[src/hw/rtl/nsfc_pkg.sv]
package nsfc_pkg;

    localparam logic [7:0] C_MAX_LEN    = 8'd128;
    localparam logic [7:0] C_CHAR_DOLLAR = 8'h24;
    localparam logic [7:0] C_CHAR_CR     = 8'h0D;
    localparam logic [7:0] C_CHAR_LF     = 8'h0A;
    localparam logic [7:0] C_CHAR_NINE   = 8'h39;
    localparam logic [7:0] C_CHAR_ZERO   = 8'h30;
    localparam logic [7:0] C_CHAR_UPPER_A = 8'h41;
    localparam logic [7:0] C_CHAR_LOWER_A = 8'h61;
    localparam logic [7:0] C_CHAR_LOWER_Z = 8'h7A;
    localparam logic [7:0] C_CASE_OFFSET = 8'd32;
    localparam logic [7:0] C_HEX_TEN     = 8'd10;

    localparam logic [39:0] C_TAG_RESET  = 40'h4750524D43;
    localparam logic [7:0]  C_MAXLEN_RESET = 8'd128;

    localparam logic [7:0] C_MIN_LEN = 8'd3;
    localparam logic [7:0] C_TAG_LEN = 8'd6;

    typedef enum logic [1:0] {
        MODE_WAIT_DOLLAR = 2'd0,
        MODE_COLLECT     = 2'd1,
        MODE_WAIT_LF     = 2'd2
    } t_mode;

    typedef enum logic [2:0] {
        ST_RMC_OK         = 3'd0,
        ST_CHECKSUM_ERROR = 3'd1,
        ST_NOT_RMC        = 3'd2,
        ST_MISSING_LF     = 3'd3,
        ST_OVERFLOW       = 3'd4,
        ST_TOO_SHORT      = 3'd5
    } t_status;

    typedef enum logic {
        REG_SENTENCE_TAG = 1'b0,
        REG_MAX_LENGTH   = 1'b1
    } t_reg_index;

    typedef struct packed {
        logic [7:0] data;
        logic       is_dollar;
        logic       is_cr;
        logic       is_lf;
    } t_token;

    typedef struct packed {
        t_status    status;
        logic [7:0] sentence_length;
        logic [7:0] computed_checksum;
        logic [7:0] received_checksum;
    } t_result;

    function automatic logic [7:0] hex_digit(input logic [7:0] c);
        logic [7:0] u;
        u = c;
        if (c <= C_CHAR_NINE) begin
            return c - C_CHAR_ZERO;
        end
        if (c >= C_CHAR_LOWER_A && c <= C_CHAR_LOWER_Z) begin
            u = c - C_CASE_OFFSET;
        end
        return u - C_CHAR_UPPER_A + C_HEX_TEN;
    endfunction

endpackage

[src/hw/rtl/nsfc_fifo.sv]
module nsfc_fifo #(
    parameter int WIDTH = 8,
    parameter int DEPTH = 4
) (
    input  logic             i_clk,
    input  logic             i_rst_n,
    input  logic             i_push,
    input  logic [WIDTH-1:0] i_data,
    output logic             o_full,
    input  logic             i_pop,
    output logic [WIDTH-1:0] o_data,
    output logic             o_empty
);

    localparam int AW = $clog2(DEPTH);

    logic [WIDTH-1:0] r_mem [DEPTH];
    logic [AW-1:0]    r_wr_ptr;
    logic [AW-1:0]    r_rd_ptr;
    logic [AW:0]      r_count;
    logic             wr_en;
    logic             rd_en;

    assign o_full  = (r_count == (AW+1)'(DEPTH));
    assign o_empty = (r_count == '0);
    assign wr_en   = i_push && !o_full;
    assign rd_en   = i_pop && !o_empty;
    assign o_data  = r_mem[r_rd_ptr];

    always_ff @(posedge i_clk) begin
        if (wr_en) begin
            r_mem[r_wr_ptr] <= i_data;
        end
    end

    always_ff @(posedge i_clk) begin
        if (!i_rst_n) begin
            r_wr_ptr <= '0;
            r_rd_ptr <= '0;
            r_count  <= '0;
        end else begin
            // wrap at the last entry so any depth works
            if (wr_en) begin
                r_wr_ptr <= (r_wr_ptr == AW'(DEPTH - 1)) ? '0 : r_wr_ptr + AW'(1);
            end
            if (rd_en) begin
                r_rd_ptr <= (r_rd_ptr == AW'(DEPTH - 1)) ? '0 : r_rd_ptr + AW'(1);
            end
            if (wr_en && !rd_en) begin
                r_count <= r_count + (AW+1)'(1);
            end else if (rd_en && !wr_en) begin
                r_count <= r_count - (AW+1)'(1);
            end
        end
    end

endmodule

[src/hw/rtl/nsfc_front.sv]
module nsfc_front import nsfc_pkg::*; (
    input  logic       i_push,
    input  logic [7:0] i_rx_byte,
    input  logic       i_queue_full,
    output logic       o_queue_push,
    output t_token     o_token
);

    // classify each byte once so the framer need not decode dollar, CR and LF itself
    assign o_queue_push      = i_push && !i_queue_full;
    assign o_token.data      = i_rx_byte;
    assign o_token.is_dollar = (i_rx_byte == C_CHAR_DOLLAR);
    assign o_token.is_cr     = (i_rx_byte == C_CHAR_CR);
    assign o_token.is_lf     = (i_rx_byte == C_CHAR_LF);

endmodule

[src/hw/rtl/nsfc_back.sv]
module nsfc_back import nsfc_pkg::*; (
    input  logic        i_clk,
    input  logic        i_rst_n,
    input  logic        i_tok_valid,
    input  t_token      i_tok,
    output logic        o_tok_pop,
    input  logic        i_res_full,
    output logic        o_res_push,
    output t_result     o_res,
    input  logic [39:0] i_sentence_tag,
    input  logic [7:0]  i_max_length
);

    t_mode      r_mode, n_mode;
    logic [7:0] r_count, n_count;
    logic [7:0] r_xor, n_xor;
    logic [7:0] r_recent [3];
    logic [7:0] n_recent [3];
    logic       r_tag_match, n_tag_match;

    logic       fire;
    logic [7:0] limit;
    logic [7:0] want;
    logic [7:0] cc;
    logic [7:0] rc;
    logic [7:0] hd_hi;
    logic [7:0] hd_lo;

    assign fire      = i_tok_valid && !i_res_full;
    assign o_tok_pop = fire;
    assign limit     = (i_max_length < C_MAX_LEN) ? i_max_length : C_MAX_LEN;
    assign hd_hi     = hex_digit(r_recent[1]);
    assign hd_lo     = hex_digit(r_recent[0]);
    assign cc        = r_xor ^ r_recent[0] ^ r_recent[1] ^ r_recent[2];
    assign rc        = {hd_hi[3:0], 4'h0} | hd_lo;

    always_comb begin
        unique case (r_count[2:0])
            3'd1:    want = i_sentence_tag[39:32];
            3'd2:    want = i_sentence_tag[31:24];
            3'd3:    want = i_sentence_tag[23:16];
            3'd4:    want = i_sentence_tag[15:8];
            3'd5:    want = i_sentence_tag[7:0];
            default: want = '0;
        endcase
    end

    always_ff @(posedge i_clk) begin
        if (!i_rst_n) begin
            r_mode      <= MODE_WAIT_DOLLAR;
            r_count     <= '0;
            r_xor       <= '0;
            r_recent[0] <= '0;
            r_recent[1] <= '0;
            r_recent[2] <= '0;
            r_tag_match <= 1'b1;
        end else if (fire) begin
            r_mode      <= n_mode;
            r_count     <= n_count;
            r_xor       <= n_xor;
            r_recent[0] <= n_recent[0];
            r_recent[1] <= n_recent[1];
            r_recent[2] <= n_recent[2];
            r_tag_match <= n_tag_match;
        end
    end

    always_comb begin
        n_mode      = r_mode;
        n_count     = r_count;
        n_xor       = r_xor;
        n_recent[0] = r_recent[0];
        n_recent[1] = r_recent[1];
        n_recent[2] = r_recent[2];
        n_tag_match = r_tag_match;
        o_res_push  = 1'b0;
        o_res.status            = ST_OVERFLOW;
        o_res.sentence_length   = r_count;
        o_res.computed_checksum = '0;
        o_res.received_checksum = '0;

        unique case (r_mode)
            MODE_COLLECT: begin
                if (i_tok.is_cr) begin
                    n_mode = MODE_WAIT_LF;
                end else if (r_count >= limit) begin
                    // drop the sentence
                    o_res_push   = fire;
                    o_res.status = ST_OVERFLOW;
                end else begin
                    if (r_count >= 8'd1 && r_count <= 8'd5 && i_tok.data != want) begin
                        n_tag_match = 1'b0;
                    end
                    n_xor       = r_xor ^ i_tok.data;
                    n_recent[2] = r_recent[1];
                    n_recent[1] = r_recent[0];
                    n_recent[0] = i_tok.data;
                    n_count     = r_count + 8'd1;
                end
            end
            MODE_WAIT_LF: begin
                o_res_push = fire;
                if (!i_tok.is_lf) begin
                    o_res.status = ST_MISSING_LF;
                end else if (r_count < C_MIN_LEN) begin
                    o_res.status = ST_TOO_SHORT;
                end else begin
                    o_res.computed_checksum = cc;
                    o_res.received_checksum = rc;
                    if (cc != rc) begin
                        o_res.status = ST_CHECKSUM_ERROR;
                    end else if (!r_tag_match || r_count < C_TAG_LEN) begin
                        o_res.status = ST_NOT_RMC;
                    end else begin
                        o_res.status = ST_RMC_OK;
                    end
                end
            end
            default: begin
                n_mode = MODE_WAIT_DOLLAR;
                if (i_tok.is_dollar) begin
                    n_mode = MODE_COLLECT;
                    n_count = 8'd1;
                end
            end
        endcase

        // every emitted result returns to idle
        if (o_res_push) begin
            n_mode      = MODE_WAIT_DOLLAR;
            n_count     = '0;
            n_xor       = '0;
            n_recent[0] = '0;
            n_recent[1] = '0;
            n_recent[2] = '0;
            n_tag_match = 1'b1;
        end
        if (r_mode != MODE_COLLECT && r_mode != MODE_WAIT_LF && i_tok.is_dollar) begin
            n_xor       = '0;
            n_recent[0] = '0;
            n_recent[1] = '0;
            n_recent[2] = '0;
            n_tag_match = 1'b1;
        end
    end

endmodule

[src/hw/rtl/nmea_sentence_framer_checker_top.sv]
// Path: a closing byte goes from the token queue through the framer, whose result is written
//   to the result queue (empty falls); one byte is framed per cycle while that queue has room.
// Throughput: one byte per cycle, sustained while results are popped; two 4-entry queues
//   decouple the byte input, the framer and the result output.
// Reset: synchronous, active low; empties both queues, returns the framer to waiting for
//   '$' and loads sentence_tag with "GPRMC" and max_length with 128.
module nmea_sentence_framer_checker_top import nsfc_pkg::*; #(
    parameter int IN_DEPTH  = 4,
    parameter int OUT_DEPTH = 4
) (
    input  logic        i_clk,
    input  logic        i_rst_n,
    // byte input queue side
    input  logic        push,
    output logic        full,
    input  logic [7:0]  i_rx_byte,
    // result queue side
    output logic        empty,
    input  logic        pop,
    output logic [2:0]  o_status,
    output logic [7:0]  o_sentence_length,
    output logic [7:0]  o_computed_checksum,
    output logic [7:0]  o_received_checksum,
    // configuration port
    input  logic        psel,
    input  logic        penable,
    input  logic        pwrite,
    input  logic [3:0]  paddr,
    input  logic [63:0] pwdata,
    output logic [63:0] prdata,
    output logic        pready
);

    logic [39:0] r_sentence_tag;
    logic [7:0]  r_max_length;
    logic        cfg_wr;
    t_reg_index  reg_sel;

    logic        tok_push;
    t_token      tok_in;
    t_token      tok_out;
    logic        tok_empty;
    logic        tok_pop;
    logic        res_push;
    logic        res_full;
    t_result     res_in;
    t_result     res_out;

    // Configuration: registers at byte addresses 0 and 8; pready is always high, so accesses never wait.
    assign pready  = 1'b1;
    assign cfg_wr  = psel && penable && pwrite && pready;
    assign reg_sel = t_reg_index'(paddr[3]);

    always_ff @(posedge i_clk) begin
        if (!i_rst_n) begin
            r_sentence_tag <= C_TAG_RESET;
            r_max_length   <= C_MAXLEN_RESET;
        end else if (cfg_wr) begin
            unique case (reg_sel)
                REG_SENTENCE_TAG: r_sentence_tag <= pwdata[39:0];
                REG_MAX_LENGTH:   r_max_length   <= pwdata[7:0];
                default:          r_max_length   <= r_max_length;
            endcase
        end
    end

    always_comb begin
        unique case (reg_sel)
            REG_SENTENCE_TAG: prdata = {24'h0, r_sentence_tag};
            REG_MAX_LENGTH:   prdata = {56'h0, r_max_length};
            default:          prdata = '0;
        endcase
    end

    // Front end: classify each request and hold it in the token queue.
    nsfc_front u_front (
        .i_push       (push),
        .i_rx_byte    (i_rx_byte),
        .i_queue_full (full),
        .o_queue_push (tok_push),
        .o_token      (tok_in)
    );

    nsfc_fifo #(
        .WIDTH ($bits(t_token)),
        .DEPTH (IN_DEPTH)
    ) u_tok_q (
        .i_clk   (i_clk),
        .i_rst_n (i_rst_n),
        .i_push  (tok_push),
        .i_data  (tok_in),
        .o_full  (full),
        .i_pop   (tok_pop),
        .o_data  (tok_out),
        .o_empty (tok_empty)
    );

    // Back end: frame the sentence; advance only when the result queue has room.
    nsfc_back u_back (
        .i_clk          (i_clk),
        .i_rst_n        (i_rst_n),
        .i_tok_valid    (!tok_empty),
        .i_tok          (tok_out),
        .o_tok_pop      (tok_pop),
        .i_res_full     (res_full),
        .o_res_push     (res_push),
        .o_res          (res_in),
        .i_sentence_tag (r_sentence_tag),
        .i_max_length   (r_max_length)
    );

    // Result queue: the oldest result sits on the ports while empty is low.
    nsfc_fifo #(
        .WIDTH ($bits(t_result)),
        .DEPTH (OUT_DEPTH)
    ) u_res_q (
        .i_clk   (i_clk),
        .i_rst_n (i_rst_n),
        .i_push  (res_push),
        .i_data  (res_in),
        .o_full  (res_full),
        .i_pop   (pop),
        .o_data  (res_out),
        .o_empty (empty)
    );

    assign o_status            = res_out.status;
    assign o_sentence_length   = res_out.sentence_length;
    assign o_computed_checksum = res_out.computed_checksum;
    assign o_received_checksum = res_out.received_checksum;

`ifndef ASSERT_OFF
    // A dropped or malformed sentence carries no checksums.
    a_no_chk_on_drop: assert property (@(posedge i_clk) disable iff (!i_rst_n)
        (!empty && (o_status == ST_OVERFLOW || o_status == ST_MISSING_LF ||
                    o_status == ST_TOO_SHORT))
        |-> (o_computed_checksum == 8'h0 && o_received_checksum == 8'h0))
        else $error("drop status with non-zero checksum");

    // A good sentence has matching checksums and room for the tag.
    a_ok_consistent: assert property (@(posedge i_clk) disable iff (!i_rst_n)
        (!empty && o_status == ST_RMC_OK)
        |-> (o_computed_checksum == o_received_checksum && o_sentence_length >= C_TAG_LEN))
        else $error("rmc_ok with inconsistent fields");

    // The stored length never passes the hard limit.
    a_len_bound: assert property (@(posedge i_clk) disable iff (!i_rst_n)
        !empty |-> (o_sentence_length <= C_MAX_LEN))
        else $error("sentence length beyond limit");
`endif

endmodule

[config.mk]
export PLATFORM = sky130hd
export DESIGN_NAME = nmea_sentence_framer_checker_top
export DESIGN_NICKNAME = d
export VERILOG_FILES = /design/src/hw/rtl/nsfc_pkg.sv /design/src/hw/rtl/nsfc_fifo.sv /design/src/hw/rtl/nsfc_front.sv /design/src/hw/rtl/nsfc_back.sv /design/src/hw/rtl/nmea_sentence_framer_checker_top.sv
export SDC_FILE = /design/constraint.sdc
export NUM_CORES = 1
export LEC_CHECK = 0
export BUFFER_PORTS_ARGS = -buffer_cell sky130_fd_sc_hd__buf_4
export CELL_PAD_IN_SITES_DETAIL_PLACEMENT = 1
export CELL_PAD_IN_SITES_GLOBAL_PLACEMENT = 2
export CORE_MARGIN = 5
export CORE_UTILIZATION = 35
export DETAILED_ROUTE_END_ITERATION = 10
export PLACE_DENSITY_LB_ADDON = 0.1
export SLEW_MARGIN = 20
export SYNTH_ARGS = -nofsm -noshare
export SYNTH_HDL_FRONTEND = slang
export SYNTH_HIERARCHICAL = 1
export SYNTH_SLANG_ARGS = --single-unit
[constraint.sdc]
create_clock -name i_clk -period 3.1 [get_ports i_clk]
set_input_delay 0.155 -clock i_clk [delete_from_list [all_inputs] [get_ports i_clk]]
set_output_delay 0.155 -clock i_clk [all_outputs]
set_load 0.01 [all_outputs]
Word-level counts from Yosys, hierarchy flattened
Memory sizes are Yosys's and may differ from the RTL's. A register that Yosys moved wholly into a read port is not among the register bits.
Cells that the tools add are included.

word-level totals
  bits of input ports = 83
  RAM bits = 176
  memories = 3
  output and inout port bits = 94
  logic and storage cells = 192
  flip-flop bits (word level) = 81

operators by class
  reductions and logical operators = 41
  $lt $le $gt $ge = 12
  equality and inequality tests = 26
  add/sub/neg operators = 17
  bitwise logic cells = 9
  muxes and demuxes = 72

memories
  memory           depth  bits a word  read ports  clocked after Yosys merged registers in  write ports  RTL line         RTL
  u_res_q.r_mem    4      27           1           1                                        1            nsfc_fifo.sv:17  logic [WIDTH-1:0] r_mem [DEPTH];
  u_tok_q.r_mem    4      11           1           1                                        1            nsfc_fifo.sv:17
  u_back.r_recent  3      8            3           0                                        3            nsfc_back.sv:17  logic [7:0] r_recent [3];

operators by type and width
  operator                                                           count
  two-way mux 8 bit                                                  17
  one-hot mux 64 bit (2 select lines)                                1
  two-way mux 24 bit                                                 5
  two-way mux 16 bit                                                 3
  one-hot mux 8 bit (5 select lines)                                 1
  XOR 8 bit                                                          4
  two-way mux 3 bit                                                  8
  two-way mux 2 bit                                                  11
  two-way mux 1 bit                                                  19
  logical AND 1 bit                                                  18
  == test 8 x 4 -> 1 bit, second input constant                      2
  greater-or-equal comparator 8 x 7 -> 1 bit, second input constant  2
  less-or-equal comparator 8 x 6 -> 1 bit, second input constant     2
  less-or-equal comparator 8 x 7 -> 1 bit, second input constant     2
  two-way mux 4 bit                                                  4
  inequality test 8 bit                                              2
  one-hot mux 8 bit (2 select lines)                                 1
  subtractor 8 x 6 -> 8 bit, second input constant                   2
  == test 3 bit, second input constant                               4
  inequality test 3 x 2 -> 1 bit, second input constant              4
  subtractor 4 x 1 -> 4 bit, second input constant                   3
  == test 2 bit, second input constant                               5
  AND reduction 5 bit                                                2
  zero test 1 bit                                                    9
  other kinds (32)                                                   46

Logic depth before layout (Yosys ltp)
Gate-level depths: netlist of run 1.
An unclocked memory read counts as a cell.

  word-level depth = 14
  depth in mapped cells = 18
  gate-level depth less buffers = 17

Hierarchy
Netlist of run 1, hierarchy kept.

modules (own cells, without submodules)
  module                            area an instance (um^2)  cells an instance  seq. area each (um^2)  times used
  nsfc_fifo (u_res_q)               4424.2                   192                3423.3                 1
  nsfc_back                         3917.5                   463                1101.1                 1
  nmea_sentence_framer_checker_top  2488.6                   277                960.9                  1
  nsfc_fifo (u_tok_q)               2060.7                   108                1501.4                 1
  nsfc_front                        125.1                    16                 0.0                    1

Least setup slack after synthesis of run 1
Ideal clock, no wire load.

  kind = register to register
  start point = reg u_back.r_count[0]
  end point = reg u_res_q.r_count[2]
  setup slack = -114 ps
  arrival = 3138 ps
  required time = 3024 ps
  period minus slack after synthesis = 3214 ps
  library setup time = 76 ps
  buffers on the path = 1
  stages on the path, launching flop included = 18
  path through = dfxtp_1 inv_1 ha_1 nand2b_1 a21o_1 a21o_1 a21oi_1 o21ai_0 nand2_1 inv_1 nor2b_1 buf_2 ha_1 inv_1 fa_1 xor2_1 or3_1 a21boi_0

between the ends
  word-level cells in the longest chain between the ends = 8
  elaborated cells on any way between the ends = 10
  classes of those cells = order compare: 1; mux: 4; reduce/logical: 5

ends and longest elaborated chain
  item                                    RTL line                                RTL
  start: declaration                      nsfc_back.sv:15                         logic [7:0] r_count, n_count;
  start signal: assignment                nsfc_back.sv:59                         r_count <= n_count;
  greater-or-equal comparator 8 bit (*)   nsfc_back.sv:86                         end else if (r_count >= limit) begin
  two-way mux 1 bit (*)                   nsfc_back.sv:86
  two-way mux 1 bit (*)                   nsfc_back.sv:84                         if (i_tok.is_cr) begin
  one-hot mux 1 bit (2 select lines) (*)  nsfc_back.sv:82                         unique case (r_mode)
  via res_push                            nmea_sentence_framer_checker_top.sv:44  logic res_push;
  logical AND 1 bit (*)                   nsfc_fifo.sv:26                         assign wr_en = i_push && !o_full;
  via u_res_q.wr_en                       nsfc_fifo.sv:21                         logic wr_en;
  zero test 1 bit                         nsfc_fifo.sv:51                         end else if (rd_en && !wr_en) begin
  logical AND 1 bit                       nsfc_fifo.sv:51
  nonzero test 2 bit (no line)            n/a
  end signal: assignment                  nsfc_fifo.sv:50                         r_count <= r_count + (AW+1)'(1);
  end signal: assignment                  nsfc_fifo.sv:52                         r_count <= r_count - (AW+1)'(1);
  end: declaration                        nsfc_fifo.sv:20                         logic [AW:0] r_count;

Mark *: on every way through the listed nets, which the timed path passes. The rest lies on a longest branch.
A chain may end at the register's enable or synchronous reset.

==> metrics, run 1 <==
Rel. slew slack=0.509; CP max stage delay=520 ps; vias per cell=4.97; Synth top area share=0.406; Max Slew Vio Count=0; area occupied by multi-input gates=0.00548 mm^2; vias=8799; Leakage=6.01 nW; Final HPWL DP=24300 um; Distinct cells, synth=75; crit path time final=2970 ps; commonest non-fill, non-tap cell in the layout=buf_4; fin crit share=0.957; Pre-antenna DRT Iters=4; Setup-failing EPs final=0; Buffers on Ports=124; worst-path maximum fanout=5; top area cells in the synthesized netlist=edfxtp_1, dfxtp_1, mux4_2; via count of the first global-routing pass=9241; Setup TNS=0 ps; Max Root-Sink Buffers=3; Clk Latency, worst-skew pair=560 ps; ys async rst share=0; ANT nets after route=0; Startpoint Class=flip-flop; starting density of the core=0.355; FF/Latch Area=0.00699 mm^2; cell area power density=804 mW/mm^2; fin nets=1403; RSZ-0062 raised after global routing=no; placed inst area=0.0147 mm^2; max frequency=337 MHz; CP Buf/Inv Count=1; first-pass GRT wire length=53800 um; P&R area growth vs syn=24.3%; number of H-tree levels=1; fraction of the yosys area taken by sequential cells=0.537; chip height=203 um; Hold Fails Final Rpt=0; Yosys reg bits=261; DRC viols=0; routability-driven placement congestion ratio=0.760; Syn Inst Count=1056; IO Pins=177; Critical Path RT=3380 ps; Syn. warnings=6; largest net degree at the start of global routing=43; design area=0.0162 mm^2; Core ar.=0.0367 mm^2; worst-margin pin slew=736 ps; GR Overflow Total=0; clock buffer count from CTS=30; Die ar.=0.0411 mm^2; clk slew on worst S/H paths=60 ps; Die Wd=203 um; Main synth FF type=edfxtp_1; WL/cell=19.2 um; initial antenna violation count=0; most frequent cells in the layout=buf_4, edfxtp_1, nand2_1; delay-heaviest family, CP=simple AND/OR/NAND/NOR gates; worst ir drop on vdd=475 uV; Synth area leader=edfxtp_1; Hold Crit Class=in2reg; cell row count=70; share of cells above drive strength 1=0.251; crit path max-delay cell type=or4b_1; status=complete, no violations; EDFF count, synth=176; post-route setup slack=132 ps; initial drt markers=369; Avg Cell Area, Syn=12.3 um^2; CTS tree=done; Routed WL=34000 um; Critical Path End Type=flip-flop; worst endpoint data arrival time=3240 ps; mapped cell area=0.0130 mm^2; Final Skew=17.0 ps; crit path cell chain=ha_2, or4b_1, and3_4, nor2_4, o41ai_2, a2111oi_4, nand4_1, nor4b_2, buf_4, a21boi_1; Fill cells=3887; # Max-Cap Violations=0; clock root buffer=clkbuf_16; kind of critical path=reg2reg; clock sinks=261; total track usage=0.163; Place WS=-23.5 ps
kinds of logic (layout without fill, tap and decap cells):
| family | count (synthesis) | after routing | share of synthesized area |
|---|---|---|---|
| AOI/OAI and AO/OA | 139 | 139 | 0.0781 |
| xor gates and xnor gates | 56 | 56 | 0.0377 |
| adders and majority gates | 42 | 42 | 0.0415 |
| buffers and inverters | 124 | 347 | 0.0534 |
| DFF | 261 | 261 | 0.537 |
| muxes | 105 | 105 | 0.120 |
| other | 2 | 26 | 0.000577 |
| and+or+nand+nor | 327 | 327 | 0.132 |
power breakdown:
part	total [W]	internal [W]	switching (W)	leakage, nW
clock network	0.00328	0.00183	0.00145	0.452
registers	0.00446	0.00415	0.000310	2.24
logic	0.00527	0.00234	0.00293	3.32
total	0.0130	0.00832	0.00468	6.01
sequential cells by signal, summed over array words and instances, names as in the netlist, 2 cells and up, named ones only:
signal	cells
r_max_length	8
r_sentence_tag	40
u_back/r_count	8
u_back/r_mode	2
u_back/r_recent	24
u_back/r_xor	8
u_res_q/r_count	3
u_res_q/r_mem	108
u_res_q/r_rd_ptr	2
u_res_q/r_wr_ptr	2
u_tok_q/r_count	3
u_tok_q/r_mem	44
u_tok_q/r_rd_ptr	2
u_tok_q/r_wr_ptr	2
worst paths after layout:
path / start / end / slack (ps) / cells past startpoint
hold / removal: i_rst_n / u_res_q/r_wr_ptr[0] / 80 / 3
setup reg to reg: u_back/r_recent[0][0] / u_res_q/r_mem[1][24] / 130 / 10
setup / recovery: u_back/r_recent[0][0] / u_res_q/r_mem[1][24] / 130 / 10
hold reg to reg: r_max_length[0] / r_max_length[0] / 470 / 2
per-stage QoR:
stage | hold slack [ps] | util | instances | power (W)
floorplan | 294 | - | 1079 | 0.00795
global placement | 374 | 0.401 | 1665 | 0.00970
detailed placement | 379 | 0.401 | 1665 | 0.00974
CTS | 60.5 | 0.439 | 1769 | 0.0132
global route | 101 | 0.441 | 1770 | 0.0139
finish | 79.6 | 0.441 | 1771 | 0.0130
per-layer routing:
layer | vias up | part of all wire | track usage
li1 | 4241 | - | -
met4 | 0 | 0.016 | 0.0335
met5 | - | 0 | 0
met2 | 140 | 0.48 | 0.274
met3 | 36 | 0.037 | 0.0235
met1 | 4382 | 0.47 | 0.226
cells in the mapped netlist, drive strengths merged, types with 3 or more instances:
cell type / instances
xor2: 10
and3: 28
a21boi: 5
and2: 10
o22ai: 4
nand4: 4
a2111oi: 3
dfxtp: 85
nand2: 102
nor3b: 4
nor2: 48
a32oi: 8
o211ai: 6
mux2: 9
nor3: 11
clkbuf: 25
xnor2: 46
mux4: 38
and4b: 3
a31oi: 5
a21oi: 26
a22o: 4
a311oi: 4
inv: 38
a21o: 10
nor2b: 80
o21ai: 20
o31ai: 6
a22oi: 9
ha: 40
buf: 61
nand2b: 3
a211oi: 15
or3: 3
mux2i: 58
nand3: 21
edfxtp: 176
cell type report:
type                            count  area share
Clock inverter                     20     0.00688
Multi-Input combinational cell    694       0.339
Clock buffer                       36      0.0491
Sequential cell                   261       0.432
Antenna cell                        1    0.000155
Inverter                           38     0.00882
Timing Repair Buffer              253       0.128
Tap cell                          468      0.0362
repair_timing:
item | CTS | global route
setup buffers | 0 | 1
hold buffers | 48 | 0
endpoints found under the hold margin | 80 | 0
pin swaps | 0 | 4
gates resized for setup | 1 | 18
endpoints found under the setup margin | 1 | 9
worst min-delay path, stage by stage:
cell	delay (ps)
buf_4	250
nand2_1	110
mux2i_1	60
Power figures use the tool's default switching activity.
==> run 2: changes to the inputs <==
Settings changed: RECOVER_POWER set to 50.
==> run 2 against run 1 <==
Effect of this change:
- first-iteration DRC count shrank 3.8%
- via count about the same
- final area shrank 1.9%
- non-clock buffer count stayed put
- maximum frequency about the same
- die area is the same
- combinational power fell by 2%
- critical path type unchanged
==> metrics, run 2 (synthesis results as in run 1) <==
status=complete, no violations; kind of critical path=reg2reg; CP endpoint=u_res_q/r_mem[1][24]; Rel. slew slack=0.0394; first-pass GRT wire length=53800 um; clock root buffer=clkbuf_16; # Max-Cap Violations=0; Core ar.=0.0367 mm^2; total track usage=0.163; vias per cell=4.97; worst endpoint data arrival time=3250 ps; Hold Crit Class=in2reg; Pre-antenna DRT Iters=4; Clk Latency, worst-skew pair=560 ps; max frequency=337 MHz; Leakage=5.72 nW; worst-margin pin slew=1440 ps; R2R Path Start=u_back/r_recent[0][0]; cell area power density=813 mW/mm^2; Die ar.=0.0411 mm^2; most frequent cells in the layout=edfxtp_1, buf_4, nand2_1; DRC viols=0; cell row count=70; number of H-tree levels=1; reg2reg path depth=10; commonest non-fill, non-tap cell in the layout=edfxtp_1; Buffers on Ports=124; Final Core Density=0.433; R2R Setup Slk=130 ps; Worst Setup SP=u_back/r_recent[0][0]; Hold Fails Final Rpt=0; Biggest register=u_res_q/r_mem; chip height=203 um; CTS tree=done; Critical Path End Type=flip-flop; Setup-failing EPs final=0; worst-path maximum fanout=5; initial antenna violation count=0; P&R area growth vs syn=22.0%; Die Wd=203 um; Max Slew Vio Count=0; initial drt markers=355; largest net degree at the start of global routing=43; fin nets=1403; GR Overflow Total=0; design area=0.0159 mm^2; vias=8795; worst ir drop on vdd=474 uV; crit path time final=2970 ps; ANT nets after route=0; Startpoint Class=flip-flop; starting density of the core=0.355; clock sinks=261; clk slew on worst S/H paths=60 ps; RSZ-0062 raised after global routing=no; clock buffer count from CTS=30; routability-driven placement congestion ratio=0.760; max reg flops=108; Final Skew=15.8 ps; Max Root-Sink Buffers=3; Largest regs=u_res_q/r_mem x108, u_tok_q/r_mem x44, r_sentence_tag x40; via count of the first global-routing pass=9241; placed inst area=0.0147 mm^2; r2r endpoint=u_res_q/r_mem[1][24]; Critical Path RT=3380 ps; IO Pins=177; Routed WL=34000 um; share of cells above drive strength 1=0.188; fin crit share=0.958; Final HPWL DP=24300 um; WL/cell=19.2 um
-- run 2: metrics by stage --
stage	hold slack, ps	setup slack (ps)	setup TNS [ps]	instances	total power [W]
final	74.2	131	0	1771	0.0129
after global routing	101	1.56	0	1770	0.0138
after CTS	60.5	70.6	0	1769	0.0132
after detailed placement	379	-23.5	-23.5	1665	0.00974
after global placement	374	50.3	0	1665	0.00970
after floorplan	294	48.6	0	1079	0.00795
-- run 2: area by class of cell --
| type | instances | area, um^2 |
|---|---|---|
| Antenna cell | 1 | 2.50 |
| Clock buffer | 36 | 795 |
| Clock inverter | 20 | 111 |
| Fill cell | 3936 | 20800 |
| Inverter | 38 | 143 |
| Multi-Input combinational cell | 694 | 5460 |
| Sequential cell | 261 | 6990 |
| Tap cell | 468 | 586 |
| Timing Repair Buffer | 253 | 1790 |
-- run 2: repair_timing --
item / CTS / global route
gates cloned: 0 / 0
hold endpoints to repair: 80 / 0
setup endpoints to repair: 1 / 9
setup buffers: 0 / 1
resized for setup: 1 / 18
pin swaps: 0 / 4
hold buffers: 48 / 0
-- run 2: worst max-delay path, cell delays in order, from the launching register on --
cell	delay [ps]
edfxtp_1	490
ha_2	240
or4b_1	520
and3_4	210
nor2_4	90
o41ai_2	110
a2111oi_4	310
nand4_1	140
nor4b_2	290
buf_4	170
a21boi_1	110
-- run 2: power by group --
part	internal [W]	leakage (nW)	total, W	switching (W)
clock	0.00183	0.452	0.00328	0.00145
sequential	0.00415	2.24	0.00445	0.000306
combinational	0.00226	3.03	0.00517	0.00292
total	0.00823	5.72	0.0129	0.00468
-- run 2: worst min path at each step --
stage	end	cells past startpoint	slack, ps	start
after floorplan	r_max_length[0]	2	290	pwdata[0]
after global placement	u_tok_q/r_mem[0][5]	1	370	i_rx_byte[2]
after detailed placement	u_tok_q/r_mem[2][5]	1	380	i_rx_byte[2]
after CTS	u_res_q/r_wr_ptr[0]	3	60	i_rst_n
after global routing	u_res_q/r_wr_ptr[0]	3	100	i_rst_n
final	u_res_q/r_wr_ptr[0]	3	70	i_rst_n
-- run 2: routing by layer --
metal  GRT usage  routed length [um]  vias up
met5           0                   0        -
met4      0.0335                 532        0
met3      0.0235                1240       36
met2       0.274               16300      137
met1       0.226               15900     4378
li1            -                   -     4244
